--- src/sv/sle_pkg.sv ---
// ----------------------------------------------------------------------------
// sle_pkg
// Shared types and codes of the sequential list engine: operation and
// status codes, sequencer states and the result record.
// ----------------------------------------------------------------------------
package sle_pkg;

  localparam int unsigned OpW    = 2;
  localparam int unsigned PosW   = 5;
  localparam int unsigned ValW   = 32;
  localparam int unsigned StatW  = 2;
  localparam int unsigned LenW   = 5;

  localparam int unsigned InDataW  = 40;  // 39 bits of fields, padded to bytes
  localparam int unsigned OutDataW = 48;  // 44 bits of fields, padded to bytes

  localparam logic [OpW-1:0] OP_INSERT = 2'd0;
  localparam logic [OpW-1:0] OP_GET    = 2'd1;
  localparam logic [OpW-1:0] OP_LOCATE = 2'd2;

  localparam logic [StatW-1:0] STAT_OK    = 2'd0;
  localparam logic [StatW-1:0] STAT_RANGE = 2'd1;
  localparam logic [StatW-1:0] STAT_FULL  = 2'd2;

  typedef enum logic [5:0] {
    ST_IDLE  = 6'b000001,
    ST_SHIFT = 6'b000010,
    ST_PLACE = 6'b000100,
    ST_GET   = 6'b001000,
    ST_SCAN  = 6'b010000,
    ST_DONE  = 6'b100000
  } state_e;

  typedef struct packed {
    logic [StatW-1:0]       status;
    logic signed [ValW-1:0] read_value;
    logic [PosW-1:0]        found_position;
  } result_t;

endpackage

--- src/sv/sle_ram.sv ---
// ----------------------------------------------------------------------------
// sle_ram
// Generic single-write, single-read RAM with a registered read port.
// No reset; contents are undefined until written.
// ----------------------------------------------------------------------------
module sle_ram #(
  parameter int unsigned Width = 32,
  parameter int unsigned Depth = 16,
  localparam int unsigned AddrW = (Depth > 1) ? $clog2(Depth) : 1
) (
  input  logic             clk_i,
  input  logic             we_i,
  input  logic [AddrW-1:0] waddr_i,
  input  logic [Width-1:0] wdata_i,
  input  logic             re_i,
  input  logic [AddrW-1:0] raddr_i,
  output logic [Width-1:0] rdata_o
);

  logic [Width-1:0] mem_q [Depth];
  logic [Width-1:0] rdata_q;

  always_ff @(posedge clk_i) begin
    if (we_i) begin
      mem_q[waddr_i] <= wdata_i;
    end
    if (re_i) begin
      rdata_q <= mem_q[raddr_i];
    end
  end

  assign rdata_o = rdata_q;

endmodule

--- src/sv/sequential_list_engine_top.sv ---
// One item at a time: the store has one read and one write port, and insert
// moves and locate compares one entry per cycle through the single compare unit.
// A finished result waits in the output register while the next item is taken.
// Reset clears the entry count and control state; the store is not cleared.
// ----------------------------------------------------------------------------
// sequential_list_engine_top
// Ordered list of signed 32-bit values in a RAM with an entry count.
// Insert by position, get by position and locate by value, one entry a cycle.
// ----------------------------------------------------------------------------
module sequential_list_engine_top #(
  parameter int unsigned CAPACITY = 16
) (
  input  logic                             clk_i,
  input  logic                             rst_ni,
  input  logic                             s_axis_tvalid_i,
  output logic                             s_axis_tready_o,
  // [1:0] op, [6:2] position, [38:7] value, [39] zero
  input  logic [sle_pkg::InDataW-1:0]      s_axis_tdata_i,
  output logic                             m_axis_tvalid_o,
  input  logic                             m_axis_tready_i,
  // [1:0] status, [33:2] read_value, [38:34] found_position,
  // [43:39] list_length, [47:44] zero
  output logic [sle_pkg::OutDataW-1:0]     m_axis_tdata_o
);

  localparam int unsigned AW = (CAPACITY > 1) ? $clog2(CAPACITY) : 1;
  localparam int unsigned CW = $clog2(CAPACITY + 1);
  localparam int unsigned PW = ((CW > sle_pkg::PosW) ? CW : sle_pkg::PosW) + 1;

  sle_pkg::state_e state_q, state_d;
  logic [CW-1:0] count_q, count_d;
  logic [AW-1:0] ptr_q, ptr_d;
  logic [AW-1:0] pos_m1_q;
  logic signed [sle_pkg::ValW-1:0] val_q;
  sle_pkg::result_t res_q, res_d;
  sle_pkg::result_t out_q;
  logic [sle_pkg::LenW-1:0] out_len_q;
  logic out_valid_q;

  logic [sle_pkg::OpW-1:0]  in_op;
  logic [sle_pkg::PosW-1:0] in_pos;
  logic signed [sle_pkg::ValW-1:0] in_val;
  logic in_accept, out_load;

  logic [PW-1:0] in_pos_x, cnt_x, hit_x;
  logic [AW-1:0] in_pos_m1, cnt_m1;

  logic ram_we, ram_re;
  logic [AW-1:0] ram_waddr, ram_raddr;
  logic [sle_pkg::ValW-1:0] ram_wdata, ram_rdata;

  assign in_op  = s_axis_tdata_i[1:0];
  assign in_pos = s_axis_tdata_i[6:2];
  assign in_val = s_axis_tdata_i[38:7];

  assign s_axis_tready_o = (state_q == sle_pkg::ST_IDLE);
  assign in_accept = s_axis_tvalid_i && s_axis_tready_o;
  assign out_load  = (state_q == sle_pkg::ST_DONE) && (!out_valid_q || m_axis_tready_i);

  assign in_pos_x  = PW'(in_pos);
  assign cnt_x     = PW'(count_q);
  assign hit_x     = PW'(ptr_q) + PW'(1);
  assign in_pos_m1 = AW'(in_pos_x - PW'(1));
  assign cnt_m1    = AW'(count_q - CW'(1));

  always_comb begin
    state_d   = state_q;
    count_d   = count_q;
    ptr_d     = ptr_q;
    res_d     = res_q;
    ram_we    = 1'b0;
    ram_waddr = ptr_q + AW'(1);
    ram_wdata = ram_rdata;
    ram_re    = 1'b0;
    ram_raddr = ptr_q;

    unique case (state_q)
      sle_pkg::ST_IDLE: begin
        if (in_accept) begin
          res_d   = '{status: sle_pkg::STAT_OK, read_value: '0, found_position: '0};
          state_d = sle_pkg::ST_DONE;
          case (in_op)
            sle_pkg::OP_INSERT: begin
              if (in_pos == '0 || in_pos_x > cnt_x + PW'(1)) begin
                res_d.status = sle_pkg::STAT_RANGE;
              end else if (count_q == CW'(CAPACITY)) begin
                res_d.status = sle_pkg::STAT_FULL;
              end else if (in_pos_x == cnt_x + PW'(1)) begin
                state_d = sle_pkg::ST_PLACE;
              end else begin
                // move entries up, starting from the last one
                ram_re    = 1'b1;
                ram_raddr = cnt_m1;
                ptr_d     = cnt_m1;
                state_d   = sle_pkg::ST_SHIFT;
              end
            end
            sle_pkg::OP_GET: begin
              if (in_pos == '0 || in_pos_x > cnt_x) begin
                res_d.status = sle_pkg::STAT_RANGE;
              end else begin
                ram_re    = 1'b1;
                ram_raddr = in_pos_m1;
                state_d   = sle_pkg::ST_GET;
              end
            end
            sle_pkg::OP_LOCATE: begin
              if (count_q != '0) begin
                ram_re    = 1'b1;
                ram_raddr = '0;
                ptr_d     = '0;
                state_d   = sle_pkg::ST_SCAN;
              end
            end
            default: ;
          endcase
        end
      end
      sle_pkg::ST_SHIFT: begin
        // rdata holds entry ptr; it moves to ptr+1
        ram_we = 1'b1;
        if (ptr_q == pos_m1_q) begin
          state_d = sle_pkg::ST_PLACE;
        end else begin
          ram_re    = 1'b1;
          ram_raddr = ptr_q - AW'(1);
          ptr_d     = ptr_q - AW'(1);
        end
      end
      sle_pkg::ST_PLACE: begin
        ram_we    = 1'b1;
        ram_waddr = pos_m1_q;
        ram_wdata = val_q;
        count_d   = count_q + CW'(1);
        state_d   = sle_pkg::ST_DONE;
      end
      sle_pkg::ST_GET: begin
        res_d.read_value = ram_rdata;
        state_d          = sle_pkg::ST_DONE;
      end
      sle_pkg::ST_SCAN: begin
        if (ram_rdata == val_q) begin
          res_d.found_position = hit_x[sle_pkg::PosW-1:0];
          state_d              = sle_pkg::ST_DONE;
        end else if (hit_x == cnt_x) begin
          state_d = sle_pkg::ST_DONE;
        end else begin
          ram_re    = 1'b1;
          ram_raddr = ptr_q + AW'(1);
          ptr_d     = ptr_q + AW'(1);
        end
      end
      sle_pkg::ST_DONE: begin
        if (out_load) begin
          state_d = sle_pkg::ST_IDLE;
        end
      end
      default: state_d = sle_pkg::ST_IDLE;
    endcase
  end

  always_ff @(posedge clk_i or negedge rst_ni) begin
    if (!rst_ni) begin
      state_q     <= sle_pkg::ST_IDLE;
      count_q     <= '0;
      out_valid_q <= 1'b0;
    end else begin
      state_q <= state_d;
      count_q <= count_d;
      if (out_load) begin
        out_valid_q <= 1'b1;
      end else if (m_axis_tready_i) begin
        out_valid_q <= 1'b0;
      end
    end
  end

  always_ff @(posedge clk_i) begin
    ptr_q <= ptr_d;
    res_q <= res_d;
    if (in_accept) begin
      pos_m1_q <= in_pos_m1;
      val_q    <= in_val;
    end
    if (out_load) begin
      out_q     <= res_q;
      out_len_q <= cnt_x[sle_pkg::LenW-1:0];
    end
  end

  sle_ram #(
    .Width(sle_pkg::ValW),
    .Depth(CAPACITY)
  ) u_store (
    .clk_i  (clk_i),
    .we_i   (ram_we),
    .waddr_i(ram_waddr),
    .wdata_i(ram_wdata),
    .re_i   (ram_re),
    .raddr_i(ram_raddr),
    .rdata_o(ram_rdata)
  );

  assign m_axis_tvalid_o = out_valid_q;
  assign m_axis_tdata_o  = {4'b0000, out_len_q, out_q.found_position,
                            out_q.read_value, out_q.status};

endmodule
--- config.mk ---
export PLATFORM = sky130hd
export DESIGN_NAME = sequential_list_engine_top
export DESIGN_NICKNAME = d
export VERILOG_FILES = /design/src/sv/sle_pkg.sv /design/src/sv/sle_ram.sv /design/src/sv/sequential_list_engine_top.sv
export SDC_FILE = /design/constraint.sdc
export NUM_CORES = 1
export LEC_CHECK = 0
export ABC_AREA = 0
export BUFFER_PORTS_ARGS = -buffer_cell sky130_fd_sc_hd__buf_2
export CAP_MARGIN = 0
export CORE_ASPECT_RATIO = 0.8
export CORE_UTILIZATION = 30
export CTS_CLUSTER_DIAMETER = 50
export CTS_CLUSTER_SIZE = 24
export DETAILED_ROUTE_END_ITERATION = 7
export PLACE_DENSITY = 0.55
export SYNTH_ARGS = -nofsm -noshare
export SYNTH_HDL_FRONTEND = slang
export SYNTH_SLANG_ARGS = --single-unit
--- constraint.sdc ---
create_clock -name clk_i -period 8.4 [get_ports clk_i]
set_clock_uncertainty 0.05 [all_clocks]
set_input_delay 0.42 -clock clk_i [delete_from_list [all_inputs] [get_ports clk_i]]
set_output_delay 0.42 -clock clk_i [all_outputs]
set_load 0.03 [all_outputs]
; Word-level counts from Yosys, hierarchy flattened
; Memories as Yosys holds them, arrays and structs flattened. A register that Yosys moved wholly into a read port is not among the register bits.
; Cells that the tools add are included.
[classes]
reduce_logical = 20
order_cmp = 2
n_mux = 52
add_sub_neg = 7
eq_ne = 19
[op_table]
columns = cell, count
row1 = case mux 32 bit (2 select lines), 1
row2 = two-way mux 6 bit, 9
row3 = two-way mux 4 bit, 11
row4 = two-way mux 37 bit, 1
row5 = case mux 4 bit (3 select lines), 3
row6 = equality test 32 bit, 1
row7 = two-way mux 32 bit, 1
row8 = case mux 6 bit (5 select lines), 1
row9 = case mux 6 bit (3 select lines), 1
row10 = two-way mux 1 bit, 15
row11 = subtractor 4 x 1 -> 4 bit (second input constant), 3
row12 = case mux 5 bit (2 select lines), 1
row13 = case mux 4 bit (2 select lines), 1
row14 = adder 5 x 1 -> 6 bit (second input constant), 1
row15 = equality test 5 x 6 -> 1 bit, 1
row16 = equality test 6 x 1 -> 1 bit (second input constant), 1
row17 = equality test 6 x 2 -> 1 bit (second input constant), 1
row18 = equality test 6 x 3 -> 1 bit (second input constant), 1
row19 = equality test 6 x 4 -> 1 bit (second input constant), 1
row20 = equality test 6 x 5 -> 1 bit (second input constant), 1
row21 = equality test 6 bit (second input constant), 1
row22 = greater-than comparator 5 x 6 -> 1 bit, 1
row23 = != test 2 bit (second input constant), 3
row24 = case mux 1 bit (3 select lines), 2
row25 = other kinds (28), 37
[word_totals]
mem_count = 1
register_bits = 135
output_inout_bits = 50
ram_bits = 512
input_bits = 44
[memory_table]
columns = memory, words, width, read_ports, rd_clocked_by_memory_dff, write_ports, line
row1 = u_store.mem_q, 16, 32, 1, 1, 1, sle_ram.sv:20  ; logic [Width-1:0] mem_q [Depth];

; Longest topological paths before layout
; Gate-level depths: netlist of the first run.
[depth]
depth_word = 8
mapped_depth = 17
ltp_nobuf = 13

; Hierarchy
; A second synthesis of the first run with hierarchy kept.
[unflattened]
hier_cells = 1397
area_unflattened_um2 = 26755.7
[by_module_without_submodules]
columns = mod, n_inst, cells_each, area_per_inst_um2, seq_area_each_um2
row1 = sle_ram, 1, 838, 20155.6, 16335.7
row2 = sequential_list_engine_top, 1, 559, 6600.1, 3995.1

; Least setup slack after synthesis of the first run
; Ideal clock, no wire load.
[synth_timing]
path_kind = reg2reg
from = reg state_q[3]
to = reg u_store.rdata_q[10], in the netlist u_store.rdata_o[10] (read register of u_store.mem_q) (data pin)
period_less_slack_ns = 4.132
path_buffers = 3
path_stages_with_launch = 15
arrival_ns = 3.821
t_required_ns = 8.089
setup_slack_ns = 4.268
cell_sequence = dfrtp_1 > or4_4 > or2_1 > buf_2 > inv_2 > nand2_1 > inv_1 > o211ai_1 > and4_1 > buf_4 > clkbuf_1 > a21oi_1 > a22oi_1 > a22o_1 > a311o_1
[synth_between]
elab_chain_len = 4
elab_cells_between_ends = 8
classes_between = eq/ne: 3 / mux: 4 / reduce/logical: 1
[synth_rtl]
columns = element, line
row1 = from (decl), sequential_list_engine_top.sv:30  ; sle_pkg::state_e state_q, state_d;
row2 = from (signal assigned), sequential_list_engine_top.sv:164  ; state_q <= sle_pkg::ST_IDLE;
row3 = from (signal assigned), sequential_list_engine_top.sv:168  ; state_q <= state_d;
row4 = equality test 6 x 1 -> 1 bit *, sequential_list_engine_top.sv:56  ; assign s_axis_tready_o = (state_q == sle_pkg::ST_IDLE);
row5 = named net s_axis_tready_o, sequential_list_engine_top.sv:16  ; output logic s_axis_tready_o,
row6 = logical AND 1 bit *, sequential_list_engine_top.sv:57  ; assign in_accept = s_axis_tvalid_i && s_axis_tready_o;
row7 = named net in_accept, sequential_list_engine_top.sv:43  ; logic in_accept, out_load;
row8 = two-way mux 4 bit / two-way mux 1 bit (equally long branches), sequential_list_engine_top.sv:79  ; if (in_accept) begin
row9 = case mux 4 bit (3 select lines) / case mux 1 bit (3 select lines) (equally long branches), sequential_list_engine_top.sv:77  ; unique case (state_q)
row10 = to (decl), sle_ram.sv:21  ; logic [Width-1:0] rdata_q;
; The timed path passes the listed nets; every way through them passes the cells marked *.
; A chain may end at the register's enable or synchronous reset.

; Final worst setup path of the first run
[layout_timing]
from = reg count_q[2]
to = reg u_store.rdata_q[16], in the netlist u_store.rdata_o[16] (read register of u_store.mem_q) (data pin)
[layout_between]
elab_chain_len = 8
elab_cells_between_ends = 30
classes_between = add/sub: 2 / order compare: 2 / eq/ne: 3 / mux: 20 / reduce/logical: 3
[layout_rtl]
columns = element, line
row1 = from (decl), sequential_list_engine_top.sv:31  ; logic [CW-1:0] count_q, count_d;
row2 = from (signal assigned), sequential_list_engine_top.sv:169  ; count_q <= count_d;
row3 = branches (longest 8 deep; another with adder 5 x 1 -> 6 bit), --
; Parallel ways; which one is timed is not known.

==> results of run 1 <==
-- cell type report --
class,count,share of cell area
Antenna cell,1,0.00007815
Clock buffer,76,0.05474
Clock inverter,49,0.01934
Inverter,19,0.002227
Multi-Input combinational cell,1135,0.2089
Sequential cell,679,0.6349
Tap cell,1200,0.04689
Timing Repair Buffer,155,0.03290
-- cells in the mapped netlist, types with 2 or more instances --
| cell type | n | share of area |
|---|---|---|
| nor2_1 | 41 | 0.0056 |
| mux2i_1 | 36 | 0.013 |
| a311o_1 | 31 | 0.011 |
| a211oi_1 | 3 | 0.00082 |
| ha_1 | 17 | 0.0077 |
| o22ai_1 | 2 | 0.00045 |
| and2_1 | 36 | 0.0082 |
| a221oi_1 | 31 | 0.0099 |
| nand4_1 | 4 | 0.00091 |
| a22o_1 | 32 | 0.010 |
| inv_1 | 18 | 0.0025 |
| clkbuf_1 | 58 | 0.0079 |
| edfxtp_1 | 667 | 0.73 |
| buf_1 | 4 | 0.00055 |
| a21o_1 | 2 | 0.00055 |
| xor2_1 | 37 | 0.012 |
| nor4b_1 | 2 | 0.00064 |
| nand3_1 | 12 | 0.0022 |
| nand2_1 | 413 | 0.056 |
| dfrtp_1 | 11 | 0.010 |
| nand4b_1 | 2 | 0.00064 |
| or2_2 | 2 | 0.00045 |
| buf_4 | 15 | 0.0041 |
| o21ai_0 | 20 | 0.0036 |
| nor4_1 | 12 | 0.0027 |
| a32oi_1 | 4 | 0.0013 |
| or3_1 | 4 | 0.00091 |
| and3_1 | 9 | 0.0020 |
| o21a_1 | 3 | 0.00082 |
| o2bb2ai_1 | 2 | 0.00064 |
| a22oi_1 | 67 | 0.018 |
| xnor2_1 | 16 | 0.0051 |
| nor2b_1 | 8 | 0.0018 |
| a32o_1 | 2 | 0.00073 |
| nor4bb_1 | 2 | 0.00073 |
| nand2b_1 | 7 | 0.0016 |
| a21oi_1 | 234 | 0.043 |
| a21boi_0 | 2 | 0.00055 |
| buf_6 | 7 | 0.0029 |
| buf_2 | 36 | 0.0065 |
| nor3_1 | 5 | 0.00091 |
| nor3b_1 | 2 | 0.00055 |
-- repair_timing --
item,in CTS,in global routing
hold buffers,34,0
endpoints found under the setup margin,0,0
hold endpoints to repair,45,0
buffers inserted,0,0
-- per-layer routing --
metal	track usage	vias up
li1	-	7561
met1	0.2064	8380
met2	0.2516	654
met3	0.02998	105
met4	0.04661	2
met5	0	-
-- final timing paths --
check / from / endpoint
max: count_q[2]$_DFFE_PN0P_ / u_store.rdata_o[16]$_DFFE_PP_
min: m_axis_tready_i / m_axis_tvalid_o$_DFFE_PN0P_
max reg2reg: count_q[2]$_DFFE_PN0P_ / u_store.rdata_o[16]$_DFFE_PP_
min reg2reg: res_q[20]$_SDFFCE_PN0P_ / m_axis_tdata_o[17]$_DFFE_PP_
max in group asynchronous: rst_ni / state_q[0]$_DFFE_PN1P_
min in group asynchronous: rst_ni / state_q[1]$_DFFE_PN0P_
-- registers in the layout, indices dropped and copies added, names as in the netlist --
name and cells:
count_q 5, m_axis_tdata_o 39, m_axis_tvalid_o 1, pos_m1_q 4, u_store.rdata_o 32, out_len_q 5
ptr_q 4, state_q 6, res_q 39, val_q 32, u_store.mem_q 512
-- power groups by stage --
stage          sequential [mW]  combinational (mW)  clock, mW
6_report                  4.26                2.39       3.18
5_1_grt                   4.27                2.63       3.36
4_1_cts                   4.26                2.40       3.24
3_5_place_dp              4.33                2.37          0
3_3_place_gp              4.32                2.32          0
2_1_floorplan             4.35                1.64          0
-- worst max-delay path, stage by stage, from the launching register on --
cell and delay (ns):
dfrtp_1 0.70, and3_1 0.32, xnor2_1 0.10, ha_1 0.31
a21o_1 0.12, a21oi_1 0.12, o21ai_0 0.44, nor3_1 0.09
o41ai_1 0.70, nand3_4 0.74, buf_12 0.48, nand2_1 0.19
a22oi_1 0.10, a22o_1 0.26, a311o_1 0.27
-- cells by family (layout without fill, tap and decap cells) --
kind of cell	Yosys count	count (layout)	synth area share
DFF	679	679	0.7391
and+or+nand+nor	571	571	0.08970
AOI/OAI and AO/OA	453	453	0.1080
buffers and inverters	139	299	0.02456
xor gates and xnor gates	54	54	0.01769
muxes	36	36	0.01310
adders and majority gates	17	17	0.007732
other	1	5	0.0001363
-- through the flow --
step | instances | util | hold WS (ns) | instance area [µm²]
after detailed placement | 3154 | 0.3252 | 0.2717 | 29310
after global routing | 3314 | 0.3553 | 0.06819 | 32020
after floorplan | 1953 | - | 0.07441 | 27520
after global placement | 3154 | 0.3252 | 0.2584 | 29310
after CTS | 3313 | 0.3553 | 0.04037 | 32020
final | 3314 | 0.3553 | 0.05694 | 32020
==> results.yml, run 1 <==
finish:
  final_cell_mix: "edfxtp_1 (667), nand2_1 (412), a21oi_1 (234)"
  syn_to_final_growth_pct: 16.41
  nNetsFinal: 2119
  drive_above_1_share: 0.1301
  seqCellArea_um2: 20330
  multi_input_area_um2: 6689
  fillers: 8455
  final_common_cell: "edfxtp_1"
floorplanning:
  io_pins: 94
  die-width_um: 340.6
  fp.dieArea_um2: 92920
  fp-row-count: 98
  start_util: 0.3052
  die_height_um: 272.8
  fp.coreArea_um2: 90120
power:
  swShare: 0.3259
  p_leak_nw: 10.96
  comb_power_share: 0.243
  p_int_mw: 6.629
  switchingPower_mw: 3.204
  power.total_mw: 9.833
  p_per_area_nw_per_um2: 307.1
  clkPwrFrac: 0.324
  ir_drop_mv: 0.1819
  p_seq_frac: 0.433
worst_setup_path:
  r2r_cells: 14
  worst-endpoint-required_ns: 8.73
  cp_max_fo: 112
  end_kind: "flop"
  startpoint_type: "flop"
  path_class: "reg -> reg"
  rrSetupSlack_ns: 2.93
  cp_data_arrival_time_ns: 5.80
drt:
  drtIter0Drc: 1786
  routed_wl_um: 72410
  dr.pass1.iters: 8
  wl_met1_um: 31190
  viasPerCell: 5.040
  wl_met3_um: 5334
  wl_per_cell_um: 21.85
  dr_wl_met2_um: 34260
  ant_nets: 0
  drc: 0
  highest_layer: "met5"
  via_count: 16700
clock_tree:
  cts_tree: "yes"
  htreeDepth: 3
  clk_path_buf_depth: 3
  path_clk_slew_ns: 0.07
  insertion_delay_ns: 0.63
  cts_inserted_buffers: 68
  cts_root_buf: "clkbuf_16"
  cts.sinks: 679
  cts_resized: 0
sta:
  rsz0062_at_grt: "no"
  period_share: 0.6516
  fin_setup_tns_ns: 0
  min_period_ns: 5.473
  slew_viol_final: 0
  finalHoldViolCount: 0
  max_freq_ghz: 0.1827
  final-setup-viol-count: 0
  tightest_slew_ns: 1.169
  slew_headroom: 0.2187
  worst_slack_ns: 2.927
yosys:
  syn_area_um2: 27510
  synth_cell_types: 74
  netlist_instances: 1950
  async_flop_share: 0.01767
  synth.yosys.warnings: 0
  synth_seq_cells: 679
  ys.flop_type: "edfxtp_1"
  synth_edf_count: 667
  synth.yosys.seq_area_share: 0.7391
  synth_area_per_cell_um2: 14.11
placed_design:
  place_hpwl_um: 39020
  io_buffers: 88
  dpl_worst_slack_ns: 3.046
  place.gp.congestion: 0.8289
global_route:
  grt_pass1_wl_um: 106300
  grt_usage: 0.1538
  grt-ovfl-total: 0
  antenna_found_initial: 3
  grt_max_degree: 122
  grt_pass1_vias: 16470
flow_run:
  cap_violations: 0
run_status:
  status: "complete, no violations"
min_path:
  worstHoldPathCells: 3
  holdCritPathClass: "in -> reg"
(Power assumes the default switching activity.)
==> run 2, diff against run 1 <==
Settings changed: PLACE_DENSITY 0.55 to 0.57.
Clock period 8.4 ns to 4.7 ns, I/O delays scaled along.
==> results.yml, run 2 (synthesis gave the netlist of run 1 again) <==
run_status:
  status: "complete, no violations"
clock_tree:
  path_clk_slew_ns: 0.08
  insertion_delay_ns: 0.66
  cts_root_buf: "clkbuf_16"
  cts_tree: "yes"
  cts_inserted_buffers: 60
  htreeDepth: 2
  clk_path_buf_depth: 3
  cts.sinks: 679
sta:
  slew_headroom: 0.3175
  slew_viol_final: 0
  min_period_ns: 4.432
  rsz0062_at_grt: "no"
  period_share: 0.9431
  tightest_slew_ns: 1.024
  finalHoldViolCount: 0
  max_freq_ghz: 0.2256
  fin_setup_tns_ns: 0
  final-setup-viol-count: 0
worst_setup_path:
  cp_max_fo: 93
  cp_data_arrival_time_ns: 4.75
  worst-endpoint-required_ns: 5.02
  rrSetupSlack_ns: 0.27
  end_kind: "flop"
  path_class: "reg -> reg"
  startpoint_type: "flop"
drt:
  drc: 0
  wl_per_cell_um: 21.76
  via_count: 16840
  viasPerCell: 5.042
  ant_nets: 0
  routed_wl_um: 72700
  drtIter0Drc: 1746
  dr.pass1.iters: 5
global_route:
  grt-ovfl-total: 0
  grt_usage: 0.1502
  grt_pass1_vias: 16080
  grt_max_degree: 94
  grt_pass1_wl_um: 105000
  antenna_found_initial: 2
floorplanning:
  fp-row-count: 98
  die-width_um: 340.6
  die_height_um: 272.8
  fp.coreArea_um2: 90120
  fp.dieArea_um2: 92920
  start_util: 0.3052
  io_pins: 94
finish:
  fin_util: 0.3598
  fillers: 8465
  final_common_cell: "edfxtp_1"
  largest_reg_flops: 512
  final_cell_mix: "edfxtp_1 (667), nand2_1 (412), a21oi_1 (234)"
  final_cells: 3341
  design_area_um2: 32420
  drive_above_1_share: 0.1393
  syn_to_final_growth_pct: 17.87
  nNetsFinal: 2149
  top_register: "u_store.mem_q"
min_path:
  holdCritPathClass: "in -> reg"
placed_design:
  dpl_cell_area_um2: 29800
  place_hpwl_um: 39410
  dpl.cell_count: 3182
  place.gp.congestion: 0.8464
  io_buffers: 88
power:
  p_leak_nw: 11.12
  ir_drop_mv: 0.4654
  p_per_area_nw_per_um2: 539.4
flow_run:
  cap_violations: 0
==> run 2: where the power goes <==
part           leakage, nW  internal, mW  switching (mW)
sequential            6.21          7.34           0.253
combinational         3.87          1.61            3.02
clock                 1.05          2.85            2.41
==> run 2: worst max-delay path: stages, from the launching register on <==
cell and delay [ns]:
edfxtp_1 0.64, ha_1 0.43, xnor2_1 0.23, o211a_1 0.29, and2_1 0.17, a2bb2oi_2 0.40
mux2i_2 0.51, nand4_1 0.23, buf_12 0.31, a21oi_1 0.20, a22oi_1 0.09, a22o_1 0.27
a311o_1 0.28
==> run 2: metal layers <==
metal / vias to the layer above / routed length (µm) / GRT usage
met5: - / 0 / 0
met4: 0 / 1037 / 0.02974
met3: 68 / 5630 / 0.02553
met2: 665 / 34730 / 0.2485
met1: 8480 / 31310 / 0.2077
li1: 7631 / - / -
==> run 2: area by class of cell <==
class / instances / area (µm²) / share of cell area
flip-flops and latches: 679 / 20330 / 0.6270
clock inverters: 48 / 619.3 / 0.01910
well taps: 1200 / 1501 / 0.04631
diodes: 1 / 2.502 / 0.00007718
repair buffers: 191 / 1629 / 0.05024
multi-input cells: 1137 / 6714 / 0.2071
inverters: 19 / 71.32 / 0.002200
clock buffers: 66 / 1555 / 0.04797
==> run 2: repair_timing <==
action	in CTS	in global routing
hold buffers	41	0
buffers inserted	0	1
endpoints found under the setup margin	0	3
gates resized for setup	0	1
endpoints found under the hold margin	50	0
==> run 2: worst paths after layout <==
kind / startpoint / cells after the start / to
hold / removal: s_axis_tdata_i[3] / 3 / pos_m1_q[3]$_DFFE_PP_
hold reg to reg: res_q[19]$_SDFFCE_PN0P_ / 0 / m_axis_tdata_o[16]$_DFFE_PP_
setup / recovery: ptr_q[1]$_DFFE_PP_ / 12 / u_store.rdata_o[4]$_DFFE_PP_
setup reg to reg: ptr_q[1]$_DFFE_PP_ / 12 / u_store.rdata_o[4]$_DFFE_PP_
min in group asynchronous: rst_ni / 3 / state_q[0]$_DFFE_PN1P_
max in group asynchronous: rst_ni / 4 / count_q[0]$_DFFE_PN0P_
==> run 2: per-stage QoR <==
step | power (mW) | hold slack [ns] | worst slack [ns]
after global routing | 18.24 | 0.07069 | 0.05583
final | 17.49 | 0.08115 | 0.2676
after global placement | 12.17 | 0.06836 | 0.4072
after detailed placement | 12.25 | 0.07021 | 0.3723
after floorplan | 10.70 | -0.1106 | 0.5683
after CTS | 17.52 | 0.04871 | 0.3473
==> run 3, diff against run 2 <==
Settings changed: CORE_UTILIZATION 30 to 37, CTS_CLUSTER_SIZE 24 to default, PLACE_DENSITY 0.57 to 0.65, SLEW_MARGIN from default to 30.
==> results.yml, run 3 (synthesis gave the netlist of run 1 again) <==
run_status:
  status: "complete, no violations"
clock_tree:
  cts.sinks: 679
  cts_tree: "yes"
  cts_inserted_buffers: 77
  cts_root_buf: "clkbuf_16"
  path_clk_slew_ns: 0.06
  clk_path_buf_depth: 3
  insertion_delay_ns: 0.63
  htreeDepth: 3
worst_setup_path:
  critPathSlowestCell: "dfrtp_1"
  slowest_delay_ns: 0.49
  path_class: "reg -> reg"
  end_kind: "flop"
  cp_data_arrival_time_ns: 4.68
  startpoint_type: "flop"
  cp_max_fo: 58
  cp_cell_sequence: "ha_1, nand3_1, xnor2_1, ha_1, and3_1, nor3b_2, nor3_1, o41ai_1, buf_4, nand3_4, buf_12, buf_12, nand2_1, a22oi_1, a22o_1, a311o_1"
  worst-endpoint-required_ns: 5.02
floorplanning:
  fp.coreArea_um2: 73610
  io_pins: 94
  fp.dieArea_um2: 75450
  start_util: 0.3737
  die_height_um: 245.9
  die-width_um: 306.8
  fp-row-count: 89
placed_design:
  place_hpwl_um: 38600
  dpl_worst_slack_ns: 0.4472
  dpl_cell_area_um2: 29630
  place.gp.congestion: 0.8703
  io_buffers: 88
finish:
  largest_reg_flops: 512
  final_common_cell: "edfxtp_1"
  fillers: 6327
  design_area_um2: 32570
  top_register: "u_store.mem_q"
  syn_to_final_growth_pct: 18.39
  fin_util: 0.4424
  nNetsFinal: 2160
  drive_above_1_share: 0.1407
  final_cell_mix: "edfxtp_1 (667), nand2_1 (412), a21oi_1 (234)"
sta:
  min_period_ns: 4.359
  max_freq_ghz: 0.2294
  slew_viol_final: 0
  rsz0062_at_grt: "no"
  worst_slack_ns: 0.3406
  tightest_slew_ns: 0.9576
  fin_setup_tns_ns: 0
  slew_headroom: 0.3616
  period_share: 0.9275
  finalHoldViolCount: 0
  final-setup-viol-count: 0
min_path:
  holdCritPathClass: "in -> reg"
global_route:
  antenna_found_initial: 0
  grt_usage: 0.1856
  grt_pass1_wl_um: 104500
  grt_pass1_vias: 16990
  grt_max_degree: 94
  grt-ovfl-total: 0
drt:
  drc: 0
  ant_nets: 0
  viasPerCell: 5.467
  via_count: 17290
  wl_per_cell_um: 22.29
  drtIter0Drc: 1765
  dr.pass1.iters: 6
  routed_wl_um: 70490
power:
  p_per_area_nw_per_um2: 553.8
  p_leak_nw: 11.33
  ir_drop_mv: 0.5138
flow_run:
  cap_violations: 0
## run 3: changes by cell type in the layout (fill, tap and decap cells not counted), moves of 6 or more
cell,before,now
buf_12,25,31
buf_4,37,27
clkbuf_1,4,11
clkbuf_16,61,78
clkinv_1,3,13
clkinv_2,4,15
clkinvlp_4,6,0
inv_8,10,1
## run 3: path summary, 6_finish.rpt
check	from	endpoint	slack [ns]	cells past startpoint
worst max-delay path	count_q[1]$_DFFE_PN0P_	u_store.rdata_o[16]$_DFFE_PP_	0.34	16
worst min-delay path	s_axis_tdata_i[1]	res_q[37]$_DFFE_PP_	0.02	2
worst max register to register	count_q[1]$_DFFE_PN0P_	u_store.rdata_o[16]$_DFFE_PP_	0.34	16
worst min register to register	res_q[35]$_SDFFCE_PN0P_	m_axis_tdata_o[32]$_DFFE_PP_	0.36	0
max in group asynchronous	rst_ni	count_q[1]$_DFFE_PN0P_	3.50	3
min in group asynchronous	rst_ni	state_q[0]$_DFFE_PN1P_	0.07	2
## run 3: where the power goes
group	leakage, nW	internal [mW]	switching, mW
clock	1.25	3.48	2.45
sequential	6.21	7.35	0.241
combinational	3.87	1.55	2.96
## run 3: final cells by class
cell class / count / area, µm² / share of cell area
sequential: 679 / 20330 / 0.6243
inverter: 19 / 71.32 / 0.002190
antenna: 1 / 2.502 / 0.00007684
clock inverter: 51 / 550.5 / 0.01691
multi-input combinational: 1135 / 6688 / 0.2054
clock buffer: 89 / 1993 / 0.06121
tap: 1001 / 1252 / 0.03846
timing repair buffer: 187 / 1677 / 0.05149
## run 3: stage by stage
stage	instances	hold slack [ns]	power [mW]
final	3162	0.01756	18.03
after global routing	3161	0.01404	18.77
after CTS	3158	0.001901	18.08
after detailed placement	2981	0.09553	12.14
after global placement	2980	0.08240	12.01
after floorplan	1953	-0.1106	10.70
## run 3: metal layers
layer  global-route usage  vias up  share of wire
li1                     -     7664              -
met1               0.2515     8725           0.42
met2               0.3010      782           0.47
met3              0.03430      116          0.084
met4              0.06059        0          0.023
met5                    0        -              0
## run 3: what timing repair did
item | CTS | global route
hold buffers | 37 | 0
endpoints found under the hold margin | 47 | 0
setup buffers | 0 | 0
gates resized for setup | 0 | 0
## run 3: worst max-delay path, delay by kind of cell (launching register included)
family                     cells  cell delay [ns]
DFF                            1             0.49
and+or+nand+nor                6             1.08
xor gates and xnor gates       1             0.16
AOI/OAI and AO/OA              4             1.11
buffers and inverters          3             0.60
adders and majority gates      2             0.56
